[src/rtl/mspi_pkg.sv]
package mspi_pkg;

   // field widths
   localparam int ENC_W    = 16;
   localparam int TGT_W    = 15;
   localparam int SPEED_W  = 16;
   localparam int GAIN_W   = 8;
   localparam int LIMIT_W  = 15;
   localparam int PERIOD_W = 16;
   localparam int DUTY_W   = 7;
   localparam int CMP_W    = 16;
   localparam int CSR_IDX_W  = 2;
   localparam int CSR_DATA_W = 16;

   // internal datapath widths
   localparam int ERR_W   = 17;
   localparam int PROD_W  = 26;
   localparam int SUM_W   = 27;
   localparam int SCALE_W = 23;

   // divide by 100 through a reciprocal multiply, exact for values below 2**23
   localparam int DUTY_MAX  = 100;
   localparam int DIV_SHIFT = 30;
   localparam int RECIP_W   = 24;
   localparam logic [RECIP_W-1:0] DIV_RECIP =
      RECIP_W'(((2 ** DIV_SHIFT) + DUTY_MAX - 1) / DUTY_MAX);
   localparam int RPROD_W = SCALE_W + RECIP_W;

   localparam logic [ENC_W-1:0] SPEED_CENTER = 16'h7FFF;

   // default for the drive scaling shift
   localparam int OUTPUT_SHIFT_DEF = 5;

   // register indexes
   localparam logic [CSR_IDX_W-1:0] REG_P_GAIN     = 2'd0;
   localparam logic [CSR_IDX_W-1:0] REG_I_GAIN     = 2'd1;
   localparam logic [CSR_IDX_W-1:0] REG_INT_LIMIT  = 2'd2;
   localparam logic [CSR_IDX_W-1:0] REG_PWM_PERIOD = 2'd3;

   // register reset values
   localparam logic [GAIN_W-1:0]   P_GAIN_RST     = 8'd40;
   localparam logic [GAIN_W-1:0]   I_GAIN_RST     = 8'd15;
   localparam logic [LIMIT_W-1:0]  INT_LIMIT_RST  = 15'd3200;
   localparam logic [PERIOD_W-1:0] PWM_PERIOD_RST = 16'd1200;

   typedef struct packed {
      logic [GAIN_W-1:0]   p_gain;
      logic [GAIN_W-1:0]   i_gain;
      logic [LIMIT_W-1:0]  integral_limit;
      logic [PERIOD_W-1:0] pwm_period;
   } cfg_type;

   // sequencer commands to the datapath
   typedef struct packed {
      logic accept;
      logic mul_en;
      logic int_en;
      logic drv_en;
      logic scale_en;
      logic load_out;
   } cmd_type;

endpackage

[src/rtl/mspi_ctrl.sv]
module mspi_ctrl (
   input  logic              clock,
   input  logic              reset,
   input  logic              req_valid,
   output logic              req_ready,
   output logic              rsp_valid,
   input  logic              rsp_ready,
   output mspi_pkg::cmd_type cmd
);

   localparam logic [2:0] ST_IDLE  = 3'd0;
   localparam logic [2:0] ST_MUL   = 3'd1;
   localparam logic [2:0] ST_INT   = 3'd2;
   localparam logic [2:0] ST_DRV   = 3'd3;
   localparam logic [2:0] ST_SCALE = 3'd4;
   localparam logic [2:0] ST_OUT   = 3'd5;

   logic [2:0] state_ff;
   logic [2:0] state_in;
   logic       rsp_valid_ff;
   logic       rsp_valid_in;
   logic       out_free;

   // output register can take a new result
   assign out_free  = !rsp_valid_ff || rsp_ready;
   assign req_ready = (state_ff == ST_IDLE);
   assign rsp_valid = rsp_valid_ff;

   // step commands
   always_comb begin
      cmd          = '0;
      cmd.accept   = req_valid && (state_ff == ST_IDLE);
      cmd.mul_en   = (state_ff == ST_MUL);
      cmd.int_en   = (state_ff == ST_INT);
      cmd.drv_en   = (state_ff == ST_DRV);
      cmd.scale_en = (state_ff == ST_SCALE);
      cmd.load_out = (state_ff == ST_OUT) && out_free;
   end

   // next state
   always_comb begin
      state_in = state_ff;
      case (state_ff)
         ST_IDLE: begin
            if (req_valid) begin
               state_in = ST_MUL;
            end
         end
         ST_MUL:   state_in = ST_INT;
         ST_INT:   state_in = ST_DRV;
         ST_DRV:   state_in = ST_SCALE;
         ST_SCALE: state_in = ST_OUT;
         ST_OUT: begin
            if (out_free) begin
               state_in = ST_IDLE;
            end
         end
         default:  state_in = ST_IDLE;
      endcase
   end

   // result valid
   always_comb begin
      rsp_valid_in = rsp_valid_ff;
      if (cmd.load_out) begin
         rsp_valid_in = 1'b1;
      end else if (rsp_ready) begin
         rsp_valid_in = 1'b0;
      end
   end

   always_ff @(posedge clock) begin
      if (reset) begin
         state_ff     <= ST_IDLE;
         rsp_valid_ff <= 1'b0;
      end else begin
         state_ff     <= state_in;
         rsp_valid_ff <= rsp_valid_in;
      end
   end

endmodule

[src/rtl/mspi_dp.sv]
module mspi_dp #(
   parameter int unsigned OUTPUT_SHIFT = mspi_pkg::OUTPUT_SHIFT_DEF
) (
   input  logic                                   clock,
   input  logic                                   reset,
   input  mspi_pkg::cmd_type                      cmd,
   input  mspi_pkg::cfg_type                      cfg,
   input  logic        [mspi_pkg::ENC_W-1:0]      req_encoder_count,
   input  logic signed [mspi_pkg::TGT_W-1:0]      req_target_speed,
   output logic        [mspi_pkg::DUTY_W-1:0]     rsp_duty_percent,
   output logic        [mspi_pkg::CMP_W-1:0]      rsp_compare_value,
   output logic signed [mspi_pkg::SPEED_W-1:0]    rsp_measured_speed,
   output logic signed [mspi_pkg::SPEED_W-1:0]    rsp_speed_error
);

   localparam int ERR_W   = mspi_pkg::ERR_W;
   localparam int PROD_W  = mspi_pkg::PROD_W;
   localparam int SUM_W   = mspi_pkg::SUM_W;
   localparam int SCALE_W = mspi_pkg::SCALE_W;
   localparam int RPROD_W = mspi_pkg::RPROD_W;

   logic signed [mspi_pkg::SPEED_W-1:0] speed_ff, speed_in;
   logic signed [ERR_W-1:0]             err_ff, err_in;
   logic signed [PROD_W-1:0]            prod_p_ff, prod_p_in;
   logic signed [PROD_W-1:0]            prod_i_ff, prod_i_in;
   logic        [mspi_pkg::LIMIT_W-1:0] integ_ff, integ_in;
   logic        [mspi_pkg::DUTY_W-1:0]  duty_ff, duty_in;
   logic        [SCALE_W-1:0]           scale_ff, scale_in;
   logic        [mspi_pkg::DUTY_W-1:0]  out_duty_ff, out_duty_in;
   logic        [mspi_pkg::CMP_W-1:0]   out_cmp_ff, out_cmp_in;
   logic signed [mspi_pkg::SPEED_W-1:0] out_speed_ff, out_speed_in;
   logic signed [mspi_pkg::SPEED_W-1:0] out_err_ff, out_err_in;

   logic signed [mspi_pkg::SPEED_W-1:0] speed_now;
   logic signed [ERR_W-1:0]             half_speed;
   logic signed [SUM_W-1:0]             int_sum;
   logic signed [SUM_W-1:0]             drv_sum;
   logic signed [SUM_W-1:0]             drv_shift;
   logic        [RPROD_W-1:0]           recip_prod;

   // speed and error from the request fields
   always_comb begin
      speed_now  = $signed(req_encoder_count - mspi_pkg::SPEED_CENTER);
      // halve, truncating toward zero
      half_speed = (ERR_W'(speed_now)
                    + ERR_W'($signed({1'b0, speed_now[mspi_pkg::SPEED_W-1]}))) >>> 1;
      speed_in   = cmd.accept ? speed_now : speed_ff;
      err_in     = cmd.accept ? (ERR_W'(req_target_speed) - half_speed) : err_ff;
   end

   // gain products
   always_comb begin
      prod_p_in = prod_p_ff;
      prod_i_in = prod_i_ff;
      if (cmd.mul_en) begin
         prod_p_in = PROD_W'($signed({1'b0, cfg.p_gain})) * PROD_W'(err_ff);
         prod_i_in = PROD_W'($signed({1'b0, cfg.i_gain})) * PROD_W'(err_ff);
      end
   end

   // integral update with clamp to 0..limit
   always_comb begin
      int_sum  = $signed(SUM_W'(integ_ff)) + SUM_W'(prod_i_ff);
      integ_in = integ_ff;
      if (cmd.int_en) begin
         if (int_sum[SUM_W-1]) begin
            integ_in = '0;
         end else if (int_sum > $signed(SUM_W'(cfg.integral_limit))) begin
            integ_in = cfg.integral_limit;
         end else begin
            integ_in = int_sum[mspi_pkg::LIMIT_W-1:0];
         end
      end
   end

   // drive, floor shift, clamp to 0..100
   always_comb begin
      drv_sum   = SUM_W'(prod_p_ff) + $signed(SUM_W'(integ_ff));
      drv_shift = drv_sum >>> OUTPUT_SHIFT;
      duty_in   = duty_ff;
      if (cmd.drv_en) begin
         if (drv_shift[SUM_W-1]) begin
            duty_in = '0;
         end else if (drv_shift > $signed(SUM_W'(mspi_pkg::DUTY_MAX))) begin
            duty_in = mspi_pkg::DUTY_W'(mspi_pkg::DUTY_MAX);
         end else begin
            duty_in = drv_shift[mspi_pkg::DUTY_W-1:0];
         end
      end
   end

   // duty times period
   always_comb begin
      scale_in = scale_ff;
      if (cmd.scale_en) begin
         scale_in = SCALE_W'(duty_ff) * SCALE_W'(cfg.pwm_period);
      end
   end

   // divide by 100 and load the output register
   always_comb begin
      recip_prod   = RPROD_W'(scale_ff) * RPROD_W'(mspi_pkg::DIV_RECIP);
      out_duty_in  = out_duty_ff;
      out_cmp_in   = out_cmp_ff;
      out_speed_in = out_speed_ff;
      out_err_in   = out_err_ff;
      if (cmd.load_out) begin
         out_duty_in  = duty_ff;
         out_cmp_in   = recip_prod[mspi_pkg::DIV_SHIFT +: mspi_pkg::CMP_W];
         out_speed_in = speed_ff;
         out_err_in   = err_ff[mspi_pkg::SPEED_W-1:0];
      end
   end

   // integral state
   always_ff @(posedge clock) begin
      if (reset) begin
         integ_ff <= '0;
      end else begin
         integ_ff <= integ_in;
      end
   end

   // payload registers
   always_ff @(posedge clock) begin
      speed_ff     <= speed_in;
      err_ff       <= err_in;
      prod_p_ff    <= prod_p_in;
      prod_i_ff    <= prod_i_in;
      duty_ff      <= duty_in;
      scale_ff     <= scale_in;
      out_duty_ff  <= out_duty_in;
      out_cmp_ff   <= out_cmp_in;
      out_speed_ff <= out_speed_in;
      out_err_ff   <= out_err_in;
   end

   assign rsp_duty_percent   = out_duty_ff;
   assign rsp_compare_value  = out_cmp_ff;
   assign rsp_measured_speed = out_speed_ff;
   assign rsp_speed_error    = out_err_ff;

endmodule

[src/rtl/motor_speed_pi_controller_top.sv]
// Motor speed PI controller. Each request is one control tick: the encoder count
// (centered at 0x7FFF) and a target speed in units of two counts per tick. The response
// carries the measured speed, the speed error, the duty cycle in percent (PI drive
// with the integral clamped to 0..integral_limit, scaled down by OUTPUT_SHIFT and
// clamped to 0..100) and the PWM compare value duty*pwm_period/100. A request is
// accepted only when the sequencer is idle; the sequencer then steps through gain
// multiply, integral clamp, drive clamp, period multiply and divide-by-100, and
// takes no new request before it is back in idle. A finished response waits in its
// own output register, so the next request can be accepted and worked on while it
// is held; the sequencer only stalls in its last step if the previous response has
// still not been taken. Registers are written through the csr port and should only
// change while no request is in work.
module motor_speed_pi_controller_top #(
   parameter int unsigned OUTPUT_SHIFT = mspi_pkg::OUTPUT_SHIFT_DEF
) (
   input  logic                                     clock,
   input  logic                                     reset,
   input  logic                                     req_valid,
   output logic                                     req_ready,
   input  logic        [mspi_pkg::ENC_W-1:0]        req_encoder_count,
   input  logic signed [mspi_pkg::TGT_W-1:0]        req_target_speed,
   output logic                                     rsp_valid,
   input  logic                                     rsp_ready,
   output logic        [mspi_pkg::DUTY_W-1:0]       rsp_duty_percent,
   output logic        [mspi_pkg::CMP_W-1:0]        rsp_compare_value,
   output logic signed [mspi_pkg::SPEED_W-1:0]      rsp_measured_speed,
   output logic signed [mspi_pkg::SPEED_W-1:0]      rsp_speed_error,
   input  logic                                     csr_wr_en,
   input  logic        [mspi_pkg::CSR_IDX_W-1:0]    csr_index,
   input  logic        [mspi_pkg::CSR_DATA_W-1:0]   csr_wdata
);

   mspi_pkg::cfg_type cfg_ff;
   mspi_pkg::cfg_type cfg_in;
   mspi_pkg::cmd_type cmd;

   // register writes
   always_comb begin
      cfg_in = cfg_ff;
      if (csr_wr_en) begin
         case (csr_index)
            mspi_pkg::REG_P_GAIN:     cfg_in.p_gain = csr_wdata[mspi_pkg::GAIN_W-1:0];
            mspi_pkg::REG_I_GAIN:     cfg_in.i_gain = csr_wdata[mspi_pkg::GAIN_W-1:0];
            mspi_pkg::REG_INT_LIMIT:
               cfg_in.integral_limit = csr_wdata[mspi_pkg::LIMIT_W-1:0];
            mspi_pkg::REG_PWM_PERIOD:
               cfg_in.pwm_period = csr_wdata[mspi_pkg::PERIOD_W-1:0];
            default:                  cfg_in = cfg_ff;
         endcase
      end
   end

   always_ff @(posedge clock) begin
      if (reset) begin
         cfg_ff.p_gain         <= mspi_pkg::P_GAIN_RST;
         cfg_ff.i_gain         <= mspi_pkg::I_GAIN_RST;
         cfg_ff.integral_limit <= mspi_pkg::INT_LIMIT_RST;
         cfg_ff.pwm_period     <= mspi_pkg::PWM_PERIOD_RST;
      end else begin
         cfg_ff <= cfg_in;
      end
   end

   // sequencer
   mspi_ctrl u_ctrl (
      .clock     (clock),
      .reset     (reset),
      .req_valid (req_valid),
      .req_ready (req_ready),
      .rsp_valid (rsp_valid),
      .rsp_ready (rsp_ready),
      .cmd       (cmd)
   );

   // arithmetic
   mspi_dp #(
      .OUTPUT_SHIFT (OUTPUT_SHIFT)
   ) u_dp (
      .clock              (clock),
      .reset              (reset),
      .cmd                (cmd),
      .cfg                (cfg_ff),
      .req_encoder_count  (req_encoder_count),
      .req_target_speed   (req_target_speed),
      .rsp_duty_percent   (rsp_duty_percent),
      .rsp_compare_value  (rsp_compare_value),
      .rsp_measured_speed (rsp_measured_speed),
      .rsp_speed_error    (rsp_speed_error)
   );

endmodule
[config.mk]
export PLATFORM = sky130hd
export DESIGN_NAME = motor_speed_pi_controller_top
export DESIGN_NICKNAME = d
export VERILOG_FILES = /design/src/rtl/mspi_pkg.sv /design/src/rtl/mspi_ctrl.sv /design/src/rtl/mspi_dp.sv /design/src/rtl/motor_speed_pi_controller_top.sv
export SDC_FILE = /design/constraint.sdc
export NUM_CORES = 2
export LEC_CHECK = 0
export ABC_AREA = 1
export BUFFER_PORTS_ARGS = -buffer_cell sky130_fd_sc_hd__buf_2
export CAP_MARGIN = 20
export CORE_UTILIZATION = 68
export DETAILED_ROUTE_END_ITERATION = 7
export GPL_TIMING_DRIVEN = 0
export HOLD_SLACK_MARGIN = 0.06
export PLACE_DENSITY_LB_ADDON = 0.1
export SLEW_MARGIN = 20
export SYNTH_ARGS = -nofsm -noshare
export SYNTH_HDL_FRONTEND = slang
export SYNTH_SLANG_ARGS = --single-unit
[constraint.sdc]
create_clock -name clock -period 13.9 [get_ports clock]
set_clock_uncertainty 0.1 [all_clocks]
set_input_delay 0.695 -clock clock [delete_from_list [all_inputs] [get_ports clock]]
set_output_delay 0.695 -clock clock [all_outputs]
set_load 0.005 [all_outputs]
# == Word level (Yosys, flattened, before mapping) ==
# Cells that the tools add are included.
# totals
ram_bits,0
in_bits,54
latch_bits,0
reg_bits,236
out_inout_bits,57
elab_cells,60
romBits,0
mem_count,0
# classes
mul,4
n_shift,0
addsub,5
eq_ne,10
bitwise,0
n_mux,8
n_lt_le_gt_ge,2
reduce_logical,13
n_div,0
# op_table
cell,count
9-bit by 17-bit multiplier with 26-bit output,2
23-bit by 24-bit multiplier with 46-bit output (second input constant),1
15-bit two-way mux,2
16-bit by 26-bit adder with 27-bit output,1
26-bit by 16-bit adder with 27-bit output,1
27-bit by 16-bit greater-than comparator with 1-bit output,1
7-bit by 16-bit multiplier with 23-bit output,1
22-bit by 8-bit greater-than comparator with 1-bit output (second input constant),1
3-bit one-hot mux with 6 select lines,1
16-bit by 2-bit adder with 17-bit output,1
15-bit by 16-bit subtractor with 17-bit output,1
16-bit by 15-bit subtractor with 16-bit output (second input constant),1
2-bit AND reduction,5
7-bit two-way mux,1
3-bit by 2-bit equality test with 1-bit output (second input constant),2
3-bit equality test (second input constant),2
3-bit two-way mux,2
2-bit equality test (second input constant),2
3-bit by 1-bit equality test with 1-bit output (second input constant),1
3-bit zero test,1
2-bit by 1-bit equality test with 1-bit output (second input constant),1
1-bit logical AND,2
2-bit zero test,1
1-bit two-way mux,2
other kinds (6),6

# == Logic depth before layout (Yosys ltp) ==
# logic_depth
word_depth,4
ltp_mapped,29
depth_no_buf,29

# == Hierarchy ==
# From an unflattened synthesis, not the netlist that was laid out.
# unflattened
hier_cells,4263
hier_area_um2,35152.5
# by_module_without_submodules
module,area_each_um2,instances,seq_area_each_um2,cells_each
mspi_dp,33044.2,1,5405.2,3947
motor_speed_pi_controller_top,1901.8,1,940.9,282
mspi_ctrl,206.4,1,80.1,34

# == Worst setup path after synthesis ==
# OpenSTA, ideal clock, no wires.
# synth_path
kind,register -> register
from,register u_dp.scale_ff[6]
to,"register u_dp.out_cmp_ff, in the netlist u_dp.rsp_compare_value[12] (data pin)"
setup_time_ns,0.258
stages_incl_launch_ff,27
arrival_time_ns,5.744
period_less_slack_ns,6.102
t_required_ns,13.542
slack_ns,7.798
cell_sequence,edfxtp_1 > inv_1 > fa_1 > inv_1 > fa_1 > inv_1 > fa_1 > fa_1 > inv_1 > fa_1 > fa_1 > inv_1 > fa_1 > inv_1 > ha_1 > a21oi_1 > inv_1 > a31oi_1 > nand2_1 > a21oi_1 > nand2_1 > a21oi_1 > o21ai_0 > nand2_1 > inv_1 > o21ai_0 > nand2_1
# synth_between
elab_chain_len,1
# synth_lines
item,line,rtl
start: declaration,mspi_dp.sv:28,"logic [SCALE_W-1:0] scale_ff, scale_in;"
start signal: assignment,mspi_dp.sv:131,scale_ff <= scale_in;
23-bit by 24-bit multiplier with 46-bit output,mspi_dp.sv:102,recip_prod = RPROD_W'(scale_ff) * RPROD_W'(mspi_pkg::DIV_RECIP);
named net u_dp.recip_prod[42],mspi_dp.sv:39,logic [RPROD_W-1:0] recip_prod;
end signal: assignment,mspi_dp.sv:133,out_cmp_ff <= out_cmp_in;
end: declaration,mspi_dp.sv:30,"logic [mspi_pkg::CMP_W-1:0] out_cmp_ff, out_cmp_in;"
# The timed path passes the listed nets, and every way through them passes these cells.
# A chain may end at the register's enable or synchronous reset.

# == Worst setup path after layout ==
# layout_path
from,register u_dp.scale_ff[6]
to,"register u_dp.out_cmp_ff, in the netlist u_dp.rsp_compare_value[14] (data pin)"
# Same word-level chain as after synthesis.

==> results.json <==
{
  "r2r_cells": 27,
  "r2r-end": "u_dp.rsp_compare_value[14]",
  "via_per_inst": 5.39,
  "synth_top_cell_area_share_pct": 27.6,
  "cp_data_arrival_time_ps": 7390,
  "setup_viol": 0,
  "cts_tree": "built",
  "r2r_slack_ps": 6710,
  "gp_congestion": 0.958,
  "final_core_util_pct": 74.4,
  "postCtsHoldBufs": 0,
  "worst_slew_margin_rel_pct": 28.4,
  "grt_setup_unrepaired": "no",
  "htree_levels": 1,
  "synthArstFlopShare_pct": 0,
  "tns_ps": 0,
  "yosys_warnings": 0,
  "cts_root_buffer": "clkbuf_16",
  "routed_wl_um": 82700,
  "syn_avg_cell_area_um2": 8.40,
  "grt_pass1_vias": 27200,
  "num_vias": 27000,
  "path_clk_slew_ps": 60,
  "drive_gt1_share_pct": 5.88,
  "comb_power_share_pct": 70.3,
  "grt-ovfl-total": 0,
  "hpwlAfterDp_um": 70000,
  "worstHoldPathType": "primary input to register",
  "synth.cell_area_mm2": 0.0349,
  "worstMarginPinSlew_ps": 1070,
  "port_buffers": 109,
  "wl_per_cell_um": 16.5,
  "fin_crit_sh_pct": 51.7,
  "grt_pass1_wl_um": 136000,
  "cp-end-kind": "register",
  "synth.net_count": 5143,
  "antenna_found_initial": 1,
  "fp.dieW_um": 229,
  "share_seq_of_total_power_pct": 17.7,
  "cts_resized": 0,
  "die_area_mm2": 0.0523,
  "cp.required_ps": 14110,
  "drc": 0,
  "synth-seq-cells": 236,
  "worstHoldStart": "csr_wdata[10]",
  "status": "completed",
  "r2r_start": "u_dp.scale_ff[6]",
  "ir_drop_mv": 0.162,
  "pin_count": 111,
  "yosys.cell_count.top_type": "inv_1",
  "yosys-top-cells-area": "fa_1 28%, ha_1 16%, edfxtp_1 15%",
  "p_int_uw": 3170,
  "clkLatencyLatePin_ps": 570,
  "min_path_cells": 3,
  "fmax_mhz": 139,
  "switching_power_uw": 3100,
  "area_delta_synth_final_pct": 7.20,
  "cts.sinks": 236,
  "grt_start_max_net_pins": 28,
  "grt_use_total_pct": 32.7,
  "fp.dieH_um": 229,
  "yosysUniqueCellTypes": 60,
  "fin_nets": 5295,
  "drt_iter0_markers": 1836,
  "whs_endpoint": "cfg_ff[26]",
  "row_count": 82,
  "insertedDiodeCount": 0,
  "worstSetupPathType": "register to register",
  "crit_path_start_kind": "register",
  "core_region_area_mm2": 0.0504,
  "yosys_most_used_dff": "edfxtp_1",
  "cts_max_path_buffers": 3,
  "cts_setup_buffers": 0,
  "synth_edf_count": 170,
  "start_util_pct": 69.4,
  "yosysSeqAreaShare_pct": 18.4,
  "syn_inst": 4161,
  "cap_violations": 0,
  "drtPass1Iterations": 6,
  "pwr-share-clk_pct": 12.0,
  "leakagePower_uw": 0.0209,
  "cts_made_buffers": 28,
  "powerDensity_mw_per_mm2": 167,
  "drtAntennaViolNets": 0,
  "synthTopCellsByCount": "1091 x inv_1, 828 x nand2_1, 481 x fa_1, 447 x ha_1, 180 x nor2_1",
  "switching_share_pct": 49.5,
  "maxSlewViolCount": 0,
  "synth_top_cell_by_area": "fa_1",
  "finalHoldViolations": 0,
  "crit_fanout": 7,
  "fin_crit_ps": 7190
}
-- cell families after synthesis --
logic type | Yosys count | share of synthesized area, %
simple gates | 1255 | 15.1
buf+inv | 1217 | 13.2
fa+ha+maj | 928 | 43.6
compound gates | 384 | 6.23
flops | 236 | 18.4
xor+xnor | 141 | 3.56
-- metal layers --
layer | global-route usage (%) | wire (µm) | up-vias
li1 | - | - | 13000
met1 | 42.0 | 34000 | 13000
met2 | 56.7 | 40500 | 801
met3 | 3.83 | 4920 | 186
met4 | 12.2 | 3300 | 0
met5 | 0 | 0 | -
-- power by group through the flow --
stage	clock network, µW	logic (µW)	registers, µW
after global placement	0	4230	1120
after floorplan	0	3340	1090
after detailed placement	0	4350	1120
after CTS	762	4400	1110
final	755	4410	1110
after global routing	790	5070	1120
-- final cells by class --
cell class,count,area [µm²]
sequential,236,6430
timing repair buffer,122,709
multi-input combinational,2708,23900
inverter,1104,4150
tap,672,841
clock buffer,34,744
buffer,113,453
fill,3848,12900
clock inverter,18,196
-- registers in the layout (all words and copies together), names as in the netlist --
signal / flops
cfg_ff: 47
u_ctrl.rsp_valid: 1
u_ctrl.state_ff: 3
u_dp.duty_ff: 7
u_dp.err_ff: 17
u_dp.integ_ff: 15
u_dp.prod_i_ff: 26
u_dp.prod_p_ff: 26
u_dp.rsp_compare_value: 16
u_dp.rsp_duty_percent: 7
u_dp.rsp_measured_speed: 16
u_dp.rsp_speed_error: 16
u_dp.scale_ff: 23
u_dp.speed_ff: 16
-- stage by stage --
step	power [µW]	instances	hold slack, ps	area [µm²]	setup WS [ps]
after floorplan	4440	4161	300	34900	7800
after global placement	5350	4942	301	36300	6740
after detailed placement	5470	4955	306	36500	6870
after CTS	6260	5007	262	37500	6810
after global routing	6970	5007	283	37500	6450
final	6270	5007	275	37500	6710
-- placed cells by master, fill, tap and decap left out, types with 40 or more instances in the layout --
cell,instances
a21oi_1,166
buf_2,113
clkbuf_1,110
dfxtp_1,66
edfxtp_1,170
fa_1,481
ha_1,447
inv_1,1091
nand2_1,828
nand3_1,107
nand4_1,43
nor2_1,178
o21ai_0,120
xnor2_1,40
xor2_1,100
-- critical path: stages, from the launching register on --
cell	delay [ps]
edfxtp_1	680
inv_1	180
fa_1	540
inv_1	90
ha_1	320
ha_1	340
fa_1	510
inv_1	50
fa_1	540
inv_1	60
fa_1	480
inv_1	60
fa_1	490
inv_1	50
ha_1	330
nand2_1	100
nor2_1	150
nand4_1	80
o21ai_0	520
nand3_1	160
nand2_1	180
a21oi_1	140
o21ai_0	410
nand2_1	100
inv_1	90
nor2_1	40
nand2_1	70
nand2_1	60
-- how the worst max path moves through the flow --
| stage | start | end | slack (ps) | cells after the start |
|---|---|---|---|---|
| final | u_dp.scale_ff[6] | u_dp.rsp_compare_value[14] | 6710 | 27 |
| after CTS | u_dp.scale_ff[6] | u_dp.rsp_compare_value[14] | 6810 | 27 |
| after detailed placement | u_dp.scale_ff[6] | u_dp.rsp_compare_value[14] | 6870 | 27 |
| after global routing | u_dp.scale_ff[6] | u_dp.rsp_compare_value[14] | 6450 | 27 |
| after global placement | req_valid | u_dp.speed_ff[12] | 6740 | 3 |
| after floorplan | u_dp.scale_ff[6] | u_dp.rsp_compare_value[12] | 7800 | 26 |
(Power assumes the default switching activity.)
